[src/assert_macros.svh]
// Assertion macros shared by the Sobel magnitude stream RTL.
`ifndef ASSERT_MACROS_SVH
`define ASSERT_MACROS_SVH

// Same-cycle implication, disabled while reset is asserted.
`define SGM_ASSERT_IMP(lbl, ante, cons) \
    lbl: assert property (@(posedge i_clk) disable iff (!i_rst_n) (ante) |-> (cons)) \
        else $error("sobel magnitude stream: implication check failed");

// Next-cycle implication, disabled while reset is asserted.
`define SGM_ASSERT_NXT(lbl, ante, cons) \
    lbl: assert property (@(posedge i_clk) disable iff (!i_rst_n) (ante) |=> (cons)) \
        else $error("sobel magnitude stream: next-cycle check failed");

`endif

[src/sgm_pkg.sv]
// Shared constants for the Sobel gradient magnitude stream.
package sgm_pkg;

    // Line store depth: the widest image row the block can hold.
    localparam int MAX_WIDTH = 1024;

    // Column counter and line store address width.
    localparam int CNT_W = $clog2(MAX_WIDTH);

    localparam int PIX_W    = 8;
    localparam int CFG_WW   = 11;
    localparam int CFG_HW   = 16;
    localparam int CFG_DW   = 16;
    localparam int ROW_W    = 16;

    // Width used for column versus row width compares.
    localparam int WCMP_W = (CNT_W + 1 > CFG_WW) ? CNT_W + 1 : CFG_WW;

    // Gradient and energy widths: |G| <= 1020, G*G + G*G < 2**21.
    localparam int GRAD_W   = 11;
    localparam int ENERGY_W = 21;
    localparam int ROOT_IN_W = 2 * PIX_W;

    // Configuration register indexes.
    localparam logic CFG_IDX_WIDTH  = 1'b0;
    localparam logic CFG_IDX_HEIGHT = 1'b1;

    localparam logic [CFG_WW-1:0] WIDTH_RESET  = CFG_WW'(640);
    localparam logic [CFG_HW-1:0] HEIGHT_RESET = CFG_HW'(480);

    localparam logic [PIX_W-1:0] MAG_SAT = {PIX_W{1'b1}};

endpackage

[src/sgm_sqrt.sv]
// Iterative floor square root: one result bit per cycle.
module sgm_sqrt (
    input  logic                            i_clk,
    input  logic                            i_rst_n,
    input  logic                            i_start,
    input  logic [sgm_pkg::ROOT_IN_W-1:0]   i_value,
    output logic                            o_busy,
    output logic [sgm_pkg::PIX_W-1:0]       o_root
);

    logic [sgm_pkg::ROOT_IN_W-1:0] r_val;
    logic [sgm_pkg::PIX_W-1:0]     r_root;
    logic [sgm_pkg::PIX_W-1:0]     r_bit;
    logic [sgm_pkg::PIX_W-1:0]     n_try;
    logic [sgm_pkg::ROOT_IN_W-1:0] n_sq;

    assign n_try = r_root | r_bit;
    assign n_sq  = n_try * n_try;

    always_ff @(posedge i_clk) begin
        if (!i_rst_n) begin
            r_bit <= '0;
        end else if (i_start) begin
            r_bit <= {1'b1, {(sgm_pkg::PIX_W-1){1'b0}}};
        end else begin
            r_bit <= r_bit >> 1;
        end
    end

    always_ff @(posedge i_clk) begin
        if (i_start) begin
            r_val  <= i_value;
            r_root <= '0;
        end else if ((r_bit != '0) && (n_sq <= r_val)) begin
            r_root <= n_try;
        end
    end

    assign o_busy = (r_bit != '0);
    assign o_root = r_root;

endmodule

[config.mk]
export PLATFORM = sky130hd
export DESIGN_NAME = sgm_sqrt
export DESIGN_NICKNAME = d
export VERILOG_FILES = /design/src/assert_macros.svh /design/src/sgm_pkg.sv /design/src/sgm_sqrt.sv
export SDC_FILE = /design/constraint.sdc
export NUM_CORES = 1
export LEC_CHECK = 0
export ABC_AREA = 1
export BUFFER_PORTS_ARGS = -buffer_cell sky130_fd_sc_hd__buf_4
export CORE_MARGIN = 2
export CORE_UTILIZATION = 59
export CTS_CLUSTER_SIZE = 30
export DETAILED_ROUTE_END_ITERATION = 8
export PLACE_DENSITY = 0.79
export SLEW_MARGIN = 20
export SYNTH_ARGS = -nofsm -noshare
export SYNTH_HDL_FRONTEND = slang
export SYNTH_SLANG_ARGS = --single-unit
[constraint.sdc]
create_clock -name i_clk -period 6.8 [get_ports i_clk]
set_input_delay 1.36 -clock i_clk [delete_from_list [all_inputs] [get_ports i_clk]]
set_output_delay 1.36 -clock i_clk [all_outputs]
set_load 0.01 [all_outputs]
==> metrics.txt, run 1 <==
setup repair after global routing missed its margin false; number of slew-limit violations in the final report 0; share of final-layout standard cells stronger than drive strength 1 0.123; sink count of the clock tree 32; first-iteration detailed-routing DRC count 121; Root Buffer sky130_fd_sc_hd__clkbuf_8; Worst Path Arrival 5700 ps; total power density per cell area 115 mW/mm^2; share of the yosys chip area belonging to registers 0.258; final-layout setup total negative slack 0 ps; Max Clock Freq 0.183 GHz; layout overhead on the synthesized area 12.2%; Static Leakage 1.81 nW; worst hold-check path type reg2reg; overall die area 0.00586 sq mm; cells taking the most area after synthesis sky130_fd_sc_hd__ha_1 17%, sky130_fd_sc_hd__fa_1 16%, sky130_fd_sc_hd__edfxtp_1 15%; total number of vias 2442; DP Wirelength 4.88 mm; Max Fanout on Critical Path 8; clock insertion delay at the later pin of the skew report 280 ps; GP Congestion 0.897; cell with the most instances on the worst path sky130_fd_sc_hd__nand2_1; Synth Cell Area 0.00310 sq mm; pin count of the biggest net entering global routing 21; slew at the pin with the worst max-slew slack 591 ps; register bit total from synthesis 32; wire per inst 12.2 um; Avg Cell Area, Syn 8.19 sq um; post-cts repair resize count 0; number of distinct library cells after synthesis 30; TritonCTS clock tree yes; minimum setup slack among reg-to-reg paths 1330 ps; number of instances in the synthesized netlist 379; DR pass1 iterations 4; clock slew seen by the registers of the worst setup and hold paths 60 ps; area inside the core boundary 0.00511 sq mm; die outline width 76.5 um; top library cells by usage in the layout, fill and taps aside 94 x sky130_fd_sc_hd__inv_1, 57 x sky130_fd_sc_hd__nand2_1, 50 x sky130_fd_sc_hd__nor2_1; clock buffer depth 2; status finished, final reports clean; final hold viol count 0; CTS Buf Count 5; Synth Net Count 465; total DRC errors in the routed layout 0; critical path startpoint category flip-flop; commonest non-fill, non-tap cell in the layout sky130_fd_sc_hd__inv_1; combined global-route utilization of all metal layers 0.229; Worst Setup Path Type reg2reg; worst IR drop on VDD 129 uV; worst path required time 7020 ps; starting density of the core 0.608; Ys Warns 0; routed vias/inst 5.04; remaining antenna violation count 0; antenna violations before repair 0; post-layout minimum cycle time 5470 ps; setup repair bufs after CTS 0; Setup Skew 5.67 ps; area share of the largest cell type after synthesis 0.169; Diodes inserted 0; Critical Path End Type flip-flop; max capacitance violation total 0; number of top-level design ports 28; wire length of the first global-routing pass 10.8 mm; number of I/O port buffers 27; Congestion Overflow GR 0; standard-cell row count 26; height of the die 76.5 um; depth of the CTS H-tree 2; Critical-path top delay cell sky130_fd_sc_hd__fa_1; hold buffer count at cts 0; period utilization 0.805; net count of the finished layout 500; cell accounting for the most synthesized area sky130_fd_sc_hd__ha_1; number of setup violations in the final report 0; via count of the first global-routing pass 2454; WL final 5.93 mm; post-layout util 0.682; largest stage delay on the critical path 560 ps; normalized max-slew margin 0.605
[layer usage]
layer | GRT usage | wire [um] | vias to the layer above
li1 | - | - | 1229
met1 | 0.306 | 2670 | 1137
met2 | 0.392 | 2870 | 67
met3 | 0.0332 | 319 | 9
met4 | 0.0600 | 81 | 0
met5 | 0 | 0 | -
[synth_stat cells]
cell,n
sky130_fd_sc_hd__nor2_1,50
sky130_fd_sc_hd__conb_1,2
sky130_fd_sc_hd__xor2_1,7
sky130_fd_sc_hd__o21ai_2,1
sky130_fd_sc_hd__ha_1,42
sky130_fd_sc_hd__nand4_1,2
sky130_fd_sc_hd__nand2_4,1
sky130_fd_sc_hd__o21ai_0,7
sky130_fd_sc_hd__nand3_2,1
sky130_fd_sc_hd__a21oi_2,6
sky130_fd_sc_hd__nor4_1,2
sky130_fd_sc_hd__nand2_1,57
sky130_fd_sc_hd__xnor2_1,8
sky130_fd_sc_hd__dfxtp_1,16
sky130_fd_sc_hd__nand3b_1,1
sky130_fd_sc_hd__fa_1,25
sky130_fd_sc_hd__nor2_4,2
sky130_fd_sc_hd__nand3_1,8
sky130_fd_sc_hd__a211oi_1,1
sky130_fd_sc_hd__inv_2,1
sky130_fd_sc_hd__o21ai_1,2
sky130_fd_sc_hd__nor3_1,3
sky130_fd_sc_hd__nor2_2,3
sky130_fd_sc_hd__edfxtp_1,16
sky130_fd_sc_hd__nand2_2,2
sky130_fd_sc_hd__o21a_1,1
sky130_fd_sc_hd__o21bai_1,1
sky130_fd_sc_hd__nor3b_1,1
sky130_fd_sc_hd__a21oi_1,16
sky130_fd_sc_hd__inv_1,94
[final timing paths]
| check | start | to | depth (start not counted) |
|---|---|---|---|
| worst min register to register | r_bit[7]$_SDFF_PN0_ | r_bit[6]$_SDFF_PP0_ | 2 |
| worst max-delay path | o_root[1]$_SDFFE_PP0P_ | o_root[3]$_SDFFE_PP0P_ | 26 |
| worst min-delay path | r_bit[7]$_SDFF_PN0_ | r_bit[6]$_SDFF_PP0_ | 2 |
| worst max register to register | o_root[1]$_SDFFE_PP0P_ | o_root[3]$_SDFFE_PP0P_ | 26 |
[power breakdown]
part	switching [W]	total [W]	internal (W)
Clock	0.0000670	0.000139	0.0000717
Sequential	0.00000290	0.000215	0.000212
Combinational	0.0000283	0.0000484	0.0000201
Total	0.0000982	0.000402	0.000304
[sequential cells by signal, summed over array words and instances, names as in the netlist]
name / flops
r_val: 16
r_bit: 8
o_root: 8
[kinds of logic after synthesis]
kind of cell,Yosys count,synth area share
compound gates,35,0.0673
xor+xnor,15,0.0423
fa+ha+maj,67,0.331
buf+inv,95,0.115
flops,32,0.258
other cells,2,0.00242
simple gates,133,0.184
[critical path: cells and delay by family (launching register included)]
family	cells	cell delay, ps
and+or+nand+nor	12	1480
AOI/OAI and AO/OA	3	470
xor gates and xnor gates	1	160
adders and majority gates	6	2770
buffers and inverters	4	180
DFF	1	330
[cell type report]
| cell class | instances | area, sq um |
|---|---|---|
| fillers | 439 | 1630 |
| clock buffers | 7 | 76.3 |
| well taps | 70 | 87.6 |
| repair buffers | 28 | 210 |
| multi-input cells | 252 | 1950 |
| inverters | 95 | 357 |
| clock inverters | 1 | 5.00 |
| flip-flops and latches | 32 | 801 |
[metrics by stage]
stage	hold slack [ps]	cell area [sq um]	setup WS, ps	cells	total power [W]
3_3_place_gp	439	3400	1450	477	0.000265
2_1_floorplan	421	3100	1890	379	0.000248
5_1_grt	475	3480	905	485	0.000422
3_5_place_dp	438	3400	1380	477	0.000267
6_report	447	3480	1330	485	0.000402
4_1_cts	448	3480	1350	485	0.000405
Power figures use the tool's default switching activity.
==> run 2, diff against run 1 <==
--- a/config.mk
+++ b/config.mk
@@ -8,10 +8,10 @@
 export ABC_AREA = 1
 export BUFFER_PORTS_ARGS = -buffer_cell sky130_fd_sc_hd__buf_4
 export CORE_MARGIN = 2
-export CORE_UTILIZATION = 59
+export CORE_UTILIZATION = 55
 export CTS_CLUSTER_SIZE = 30
 export DETAILED_ROUTE_END_ITERATION = 8
-export PLACE_DENSITY = 0.79
+export PLACE_DENSITY = 0.78
 export SLEW_MARGIN = 20
 export SYNTH_ARGS = -nofsm -noshare
 export SYNTH_HDL_FRONTEND = slang
==> constraint.sdc (replaced) <==
create_clock -name i_clk -period 4.4 [get_ports i_clk]
set_input_delay 0.88 -clock i_clk [delete_from_list [all_inputs] [get_ports i_clk]]
set_output_delay 0.88 -clock i_clk [all_outputs]
set_load 0.01 [all_outputs]
==> run 2 against run 1 <==
Against the previous run:
- the run now ends with setup timing left
- die area grew 6.9%
- sequential power is 53% higher
- largest power group unchanged
- largest cell class unchanged
- combinational power increased by 96%
==> metrics.txt, run 2 (synthesized netlist as in run 1, its figures left out) <==
top library cells by usage in the layout, fill and taps aside 92 x sky130_fd_sc_hd__buf_4, 84 x sky130_fd_sc_hd__inv_1, 47 x sky130_fd_sc_hd__nand2_1; Switch Pwr 0.000177 W (+80%); family with the most delay on the worst path adder cells; clock insertion delay at the later pin of the skew report 300 ps (+20 ps); Max Fanout on Critical Path 6 (-2); crit path launch o_root[5]$_SDFFE_PP0P_; worst hold-check path type reg2reg; setup repair after global routing missed its margin true; WL final 7.82 mm (+32%); sink count of the clock tree 32 (unchanged); final hold viol count 0 (unchanged); combined global-route utilization of all metal layers 0.267 (+0.0377); starting density of the core 0.567 (-0.0406); clock slew seen by the registers of the worst setup and hold paths 80 ps (+20 ps); commonest non-fill, non-tap cell in the layout sky130_fd_sc_hd__buf_4; Max Clock Freq 0.206 GHz (+13%); CTS Buf Count 5 (unchanged); overall die area 0.00626 sq mm (+6.9%); wire per inst 14.1 um (+16%); number of flip-flops under the largest register name 16 (unchanged); GP Congestion 0.882 (-1.7%); total DRC errors in the routed layout 0 (unchanged); number of I/O port buffers 27 (unchanged); Clk pwr share 0.412 (+0.067); Root Buffer sky130_fd_sc_hd__clkbuf_8; cell with the most instances on the worst path sky130_fd_sc_hd__nand2_1; die outline width 79.1 um (+3.4%); number of setup violations in the final report 8 (+8); post-layout minimum cycle time 4860 ps (-612 ps); routed vias/inst 5.08 (+0.85%); net count of the finished layout 566 (+13%); worst hold margin 455 ps (+7.91 ps); via count of the first global-routing pass 2861 (+17%); Hold Path Depth 2 (unchanged); antenna violations before repair 0 (unchanged); total number of vias 2808 (+15%); largest stage delay on the critical path 540 ps (-20 ps); Congestion Overflow GR 0 (unchanged); Static Leakage 2.23 nW (+23%); Crit Reg-Reg Endpoint o_root[1]$_SDFFE_PP0P_; failing checks setup timing; Critical Path End Type flip-flop; worst path required time 4630 ps (-2390 ps); worst IR drop on VDD 186 uV (+45%); Reg2Reg Launch Point o_root[5]$_SDFFE_PP0P_; status complete, but fails checks; standard-cell row count 27 (+3.8%); minimum setup slack among reg-to-reg paths -460 ps (-1790 ps); setup slack of the critical path after layout -461 ps (-1790 ps); period utilization 1.10 (+0.300); critical path startpoint category flip-flop; Diodes inserted 0 (unchanged); CP bufs+invs 4 (unchanged); end point of the most critical hold path r_bit[2]$_SDFF_PP0_; Register-to-Register Path Depth 26 (unchanged); remaining antenna violation count 0 (unchanged); height of the die 79.1 um (+3.4%); wire length of the first global-routing pass 12.9 mm (+20%); first-iteration detailed-routing DRC count 124 (+2.5%); DR pass1 iterations 4 (unchanged); number of top-level design ports 28 (unchanged); part of the power in combinational logic 0.132 (+0.012); total power density per cell area 165 mW/mm^2 (+43%); share of final-layout standard cells stronger than drive strength 1 0.393 (+0.270); DP Wirelength 5.82 mm (+19%); number of slew-limit violations in the final report 0 (unchanged); Final Power 0.000720 W (+79%); max capacitance violation total 0 (unchanged); source of the worst hold timing path r_bit[3]$_SDFF_PP0_; pin count of the biggest net entering global routing 21 (unchanged); internal power 0.000543 W (+79%); proportion of power drawn by flip-flops and latches 0.456 (-0.079); area inside the core boundary 0.00547 sq mm (+7.2%); hold buffer count at cts 0 (unchanged); layout overhead on the synthesized area 40.6%; Critical-path top delay cell sky130_fd_sc_hd__fa_1; Worst Setup Path Type reg2reg; Worst Path Arrival 5090 ps (-610 ps); Setup Skew 8.68 ps (+3.01 ps); pre-CTS WS -412 ps (-1790 ps); post-layout util 0.797 (+0.115); depth of the CTS H-tree 2 (unchanged); TritonCTS clock tree yes; switching part of the total power 0.246 (+0.00148); clock buffer depth 2 (unchanged); register with the most flip-flops r_val
==> run 2: changes by cell type in the layout (fill, tap and decap cells not counted), moves of 5 or more <==
cell and delta:
sky130_fd_sc_hd__nor2_1 -16, sky130_fd_sc_hd__dfxtp_2 +6, sky130_fd_sc_hd__inv_2 +10, sky130_fd_sc_hd__nand2_2 +8, sky130_fd_sc_hd__nor2_4 +13, sky130_fd_sc_hd__o21ai_0 -6
sky130_fd_sc_hd__inv_1 -10, sky130_fd_sc_hd__a21oi_1 -6, sky130_fd_sc_hd__nand3_1 -5, sky130_fd_sc_hd__nand2_1 -10, sky130_fd_sc_hd__buf_4 +64, sky130_fd_sc_hd__dfxtp_4 +7
sky130_fd_sc_hd__dfxtp_1 -13, sky130_fd_sc_hd__nand3_2 +5
==> run 2: worst max path at each step <==
stage	depth (start not counted)	to
6_report	26	o_root[1]$_SDFFE_PP0P_
3_5_place_dp	26	o_root[1]$_SDFFE_PP0P_
5_1_grt	26	o_root[0]$_SDFFE_PP0P_
2_1_floorplan	28	o_root[2]$_SDFFE_PP0P_
3_3_place_gp	26	o_root[7]$_SDFFE_PP0P_
4_1_cts	26	o_root[3]$_SDFFE_PP0P_
==> run 2: per-layer routing <==
layer  wire [um]  GRT usage  vias to the layer above
met4         172     0.0879                        0
met5           0          0                        -
met3         304     0.0330                       24
met1        3440      0.344                     1343
li1            -          -                     1368
met2        3900      0.465                       73
==> run 2: power by group through the flow <==
| stage | clock network (W) | logic [W] | registers [W] |
|---|---|---|---|
| floorplan | 0 | 0.0000477 | 0.000336 |
| CTS | 0.000294 | 0.0000927 | 0.000329 |
| global placement | 0 | 0.0000828 | 0.000335 |
| detailed placement | 0 | 0.0000871 | 0.000336 |
| global route | 0.000308 | 0.000105 | 0.000330 |
| finish | 0.000297 | 0.0000948 | 0.000329 |
==> run 2: worst register-to-register path, cell delays in order (launching register included) <==
cell and delay, ps:
sky130_fd_sc_hd__dfxtp_4 360, sky130_fd_sc_hd__nor2_4 190, sky130_fd_sc_hd__nor2_4 60, sky130_fd_sc_hd__fa_1 490, sky130_fd_sc_hd__fa_1 550, sky130_fd_sc_hd__inv_1 50, sky130_fd_sc_hd__fa_1 450, sky130_fd_sc_hd__fa_1 510
sky130_fd_sc_hd__inv_2 50, sky130_fd_sc_hd__ha_4 290, sky130_fd_sc_hd__buf_12 100, sky130_fd_sc_hd__nand2_4 60, sky130_fd_sc_hd__nor2_4 140, sky130_fd_sc_hd__nand3_2 120, sky130_fd_sc_hd__nand3_1 130, sky130_fd_sc_hd__nand2_1 60
sky130_fd_sc_hd__nand2_1 80, sky130_fd_sc_hd__ha_1 240, sky130_fd_sc_hd__nand2_2 110, sky130_fd_sc_hd__inv_2 50, sky130_fd_sc_hd__nand2_1 70, sky130_fd_sc_hd__nand2_1 80, sky130_fd_sc_hd__a21oi_2 130, sky130_fd_sc_hd__nand2_1 70
sky130_fd_sc_hd__nand2_2 120, sky130_fd_sc_hd__nand2_4 110, sky130_fd_sc_hd__a21oi_2 150
==> run 2: repair_timing <==
item	in CTS	in global routing
pin swaps	11	15
setup buffers	4	6
resized for setup	21	19
gates cloned	0	0
endpoints found under the setup margin	8	8
==> run 2: area by class of cell <==
class	instances	area, sq um
well taps	72	90.1
fillers	350	1110
flip-flops and latches	32	835
repair buffers	94	722
clock buffers	8	121
inverters	95	357
multi-input cells	252	2240
==> run 2: stage by stage <==
stage	setup TNS, ps	std cells	cell area (sq um)
after CTS	-2870	547	4240
after global routing	-5220	553	4360
after detailed placement	-3160	535	4000
final	-3430	553	4360
after floorplan	-828	379	3270
after global placement	-2450	535	4000
==> run 3, diff against run 2 <==
--- a/config.mk
+++ b/config.mk
@@ -7,11 +7,11 @@
 export LEC_CHECK = 0
 export ABC_AREA = 1
 export BUFFER_PORTS_ARGS = -buffer_cell sky130_fd_sc_hd__buf_4
-export CORE_MARGIN = 2
-export CORE_UTILIZATION = 55
+export CORE_UTILIZATION = 56
+export CTS_BUF_LIST = sky130_fd_sc_hd__clkbuf_4
 export CTS_CLUSTER_SIZE = 30
 export DETAILED_ROUTE_END_ITERATION = 8
-export PLACE_DENSITY = 0.78
+export PLACE_DENSITY = 0.79
 export SLEW_MARGIN = 20
 export SYNTH_ARGS = -nofsm -noshare
 export SYNTH_HDL_FRONTEND = slang
==> run 3 against run 2 <==
Against the previous run:
- combinational power shrank 1%
- setup slack better by 33 ps
- power shrank 11%
- fmax up 0.68%
- count of clock-buffer cells in the layout shrank 3
- critical path depth stayed put
- largest power group unchanged
- register-to-register slack improved by 30 ps
- final area down 2.1%
- the run still ends with setup timing left
- utilization up 1.8 points
- critical path type unchanged
- die area shrank 6.6%
- wire length fell by 7.5%
==> metrics.txt, run 3 (synthesized netlist as in run 1, its figures left out) <==
status complete, but fails checks; failing checks setup timing; net count of the finished layout 566 (unchanged); largest stage delay on the critical path 550 ps (about the same); CTS Buf Count 5 (unchanged); worst IR drop on VDD 198 uV (+6.6%); commonest non-fill, non-tap cell in the layout sky130_fd_sc_hd__buf_4; setup repair after global routing missed its margin true; crit path launch o_root[5]$_SDFFE_PP0P_; critical path startpoint category flip-flop; wire length of the first global-routing pass 12.2 mm (-5.2%); Reg2Reg Launch Point o_root[5]$_SDFFE_PP0P_; critical path depth 26 (unchanged); Critical-path top delay cell sky130_fd_sc_hd__fa_1; CP bufs+invs 4 (unchanged); Diodes inserted 0 (unchanged); Setup Skew 16.7 ps (+8.00 ps); cell with the most instances on the worst path sky130_fd_sc_hd__nand2_1; final hold viol count 0 (unchanged); total DRC errors in the routed layout 0 (unchanged); pin count of the biggest net entering global routing 21 (unchanged); number of I/O port buffers 27 (unchanged); Worst Path Arrival 5090 ps (about the same); share of final-layout standard cells stronger than drive strength 1 0.376 (-0.0166); clock insertion delay at the later pin of the skew report 340 ps (+40 ps); setup slack of the critical path after layout -428 ps (+33.0 ps); number of setup violations in the final report 8 (unchanged); Setup crit end o_root[7]$_SDFFE_PP0P_; sink count of the clock tree 32 (unchanged); combined global-route utilization of all metal layers 0.268 (+0.00107); remaining antenna violation count 0 (unchanged); GP Congestion 0.905 (+2.6%); top library cells by usage in the layout, fill and taps aside 94 x sky130_fd_sc_hd__buf_4, 85 x sky130_fd_sc_hd__inv_1, 51 x sky130_fd_sc_hd__nand2_1; number of flip-flops under the largest register name 16 (unchanged); Congestion Overflow GR 0 (unchanged); minimum setup slack among reg-to-reg paths -430 ps (+30 ps); die outline width 76.4 um (-3.4%); antenna violations before repair 0 (unchanged); Crit Reg-Reg Endpoint o_root[7]$_SDFFE_PP0P_; register with the most flip-flops r_val; clock slew seen by the registers of the worst setup and hold paths 110 ps (+30 ps); worst hold-check path type reg2reg; WL final 7.24 mm (-7.5%); number of slew-limit violations in the final report 0 (unchanged); post-layout minimum cycle time 4830 ps (-33.0 ps); total number of vias 2678 (-4.6%); max capacitance violation total 0 (unchanged); starting density of the core 0.592 (+0.0255); pre-CTS WS -385 ps (+27.9 ps); depth of the CTS H-tree 2 (unchanged); TritonCTS clock tree yes; height of the die 76.4 um (-3.4%); overall die area 0.00584 sq mm (-6.6%); family with the most delay on the worst path adder cells; Finished Layout Cells 551 (-0.36%); worst path required time 4670 ps (+40 ps); Worst Setup Path Type reg2reg; via count of the first global-routing pass 2741 (-4.2%); standard-cell row count 26 (-3.7%); first-iteration detailed-routing DRC count 102 (-18%); layout overhead on the synthesized area 37.7%; DR pass1 iterations 4 (unchanged); DP Wirelength 5.75 mm (-1.1%); Register-to-Register Path Depth 26 (unchanged); Max Fanout on Critical Path 6 (unchanged); area inside the core boundary 0.00524 sq mm (-4.3%); Static Leakage 2.19 nW (-1.6%); wire per inst 13.1 um (-7.2%); total power density per cell area 151 mW/mm^2 (-8.6%); fill cell instance count of the final layout 329 (-6.0%); source of the worst hold timing path r_bit[7]$_SDFF_PN0_; Root Buffer sky130_fd_sc_hd__clkbuf_4; number of top-level design ports 28 (unchanged); Max Clock Freq 0.207 GHz (+0.68%); Critical Path End Type flip-flop; routed vias/inst 4.86 (-4.3%); period utilization 1.10 (-0.00751); dpl cells 534 (-0.19%); clock buffer depth 2 (unchanged)
-- run 3: tightest hold or removal path, delay by kind of cell, from the launching register on --
| kind | cells | cell delay (ps) |
|---|---|---|
| AND/OR/NAND/NOR | 1 | 30 |
| flip-flops | 1 | 350 |
| buffers and inverters | 2 | 170 |
-- run 3: stage by stage --
step,total power [W],utilization,hold slack [ps],TNS (ps),cell area [sq um]
after floorplan,0.000384,-,435,-828,3270
after CTS,0.000645,0.805,583,-2600,4210
after global placement,0.000418,0.763,556,-2330,4000
final,0.000644,0.816,583,-3220,4270
after global routing,0.000672,0.816,597,-4790,4270
after detailed placement,0.000423,0.763,567,-2850,4000
-- run 3: how the worst min path moves through the flow --
| stage | end | slack [ps] | cells past startpoint |
|---|---|---|---|
| global placement | r_bit[6]$_SDFF_PP0_ | 560 | 3 |
| CTS | r_bit[6]$_SDFF_PP0_ | 580 | 3 |
| floorplan | r_bit[3]$_SDFF_PP0_ | 440 | 2 |
| detailed placement | r_bit[6]$_SDFF_PP0_ | 570 | 3 |
| finish | r_bit[6]$_SDFF_PP0_ | 580 | 3 |
| global route | r_bit[6]$_SDFF_PP0_ | 600 | 3 |
-- run 3: final cells by class --
type | count | area (sq um) | area share
inverter | 95 | 357 | 0.0835
sequential | 32 | 832 | 0.195
clock inverter | 3 | 37.5 | 0.00879
multi-input combinational | 252 | 2210 | 0.518
tap | 70 | 87.6 | 0.0205
clock buffer | 5 | 37.5 | 0.00879
timing repair buffer | 94 | 706 | 0.165
-- run 3: report_power, final --
group / switching, W / internal (W)
registers: 0.00000506 / 0.000324
clock network: 0.000105 / 0.000116
logic: 0.0000515 / 0.0000419
-- run 3: layer usage --
metal,vias up,part of all wire,global-route usage
li1,1368,-,-
met1,1253,0.46,0.350
met2,43,0.50,0.466
met3,14,0.024,0.0287
met4,0,0.013,0.0788
met5,-,0,0
-- run 3: timing repair --
action,CTS,global route
resized for setup,17,13
endpoints found under the hold margin,0,0
hold buffers,0,0
pin swaps,23,10
endpoints found under the setup margin,8,8
buffers inserted,8,1
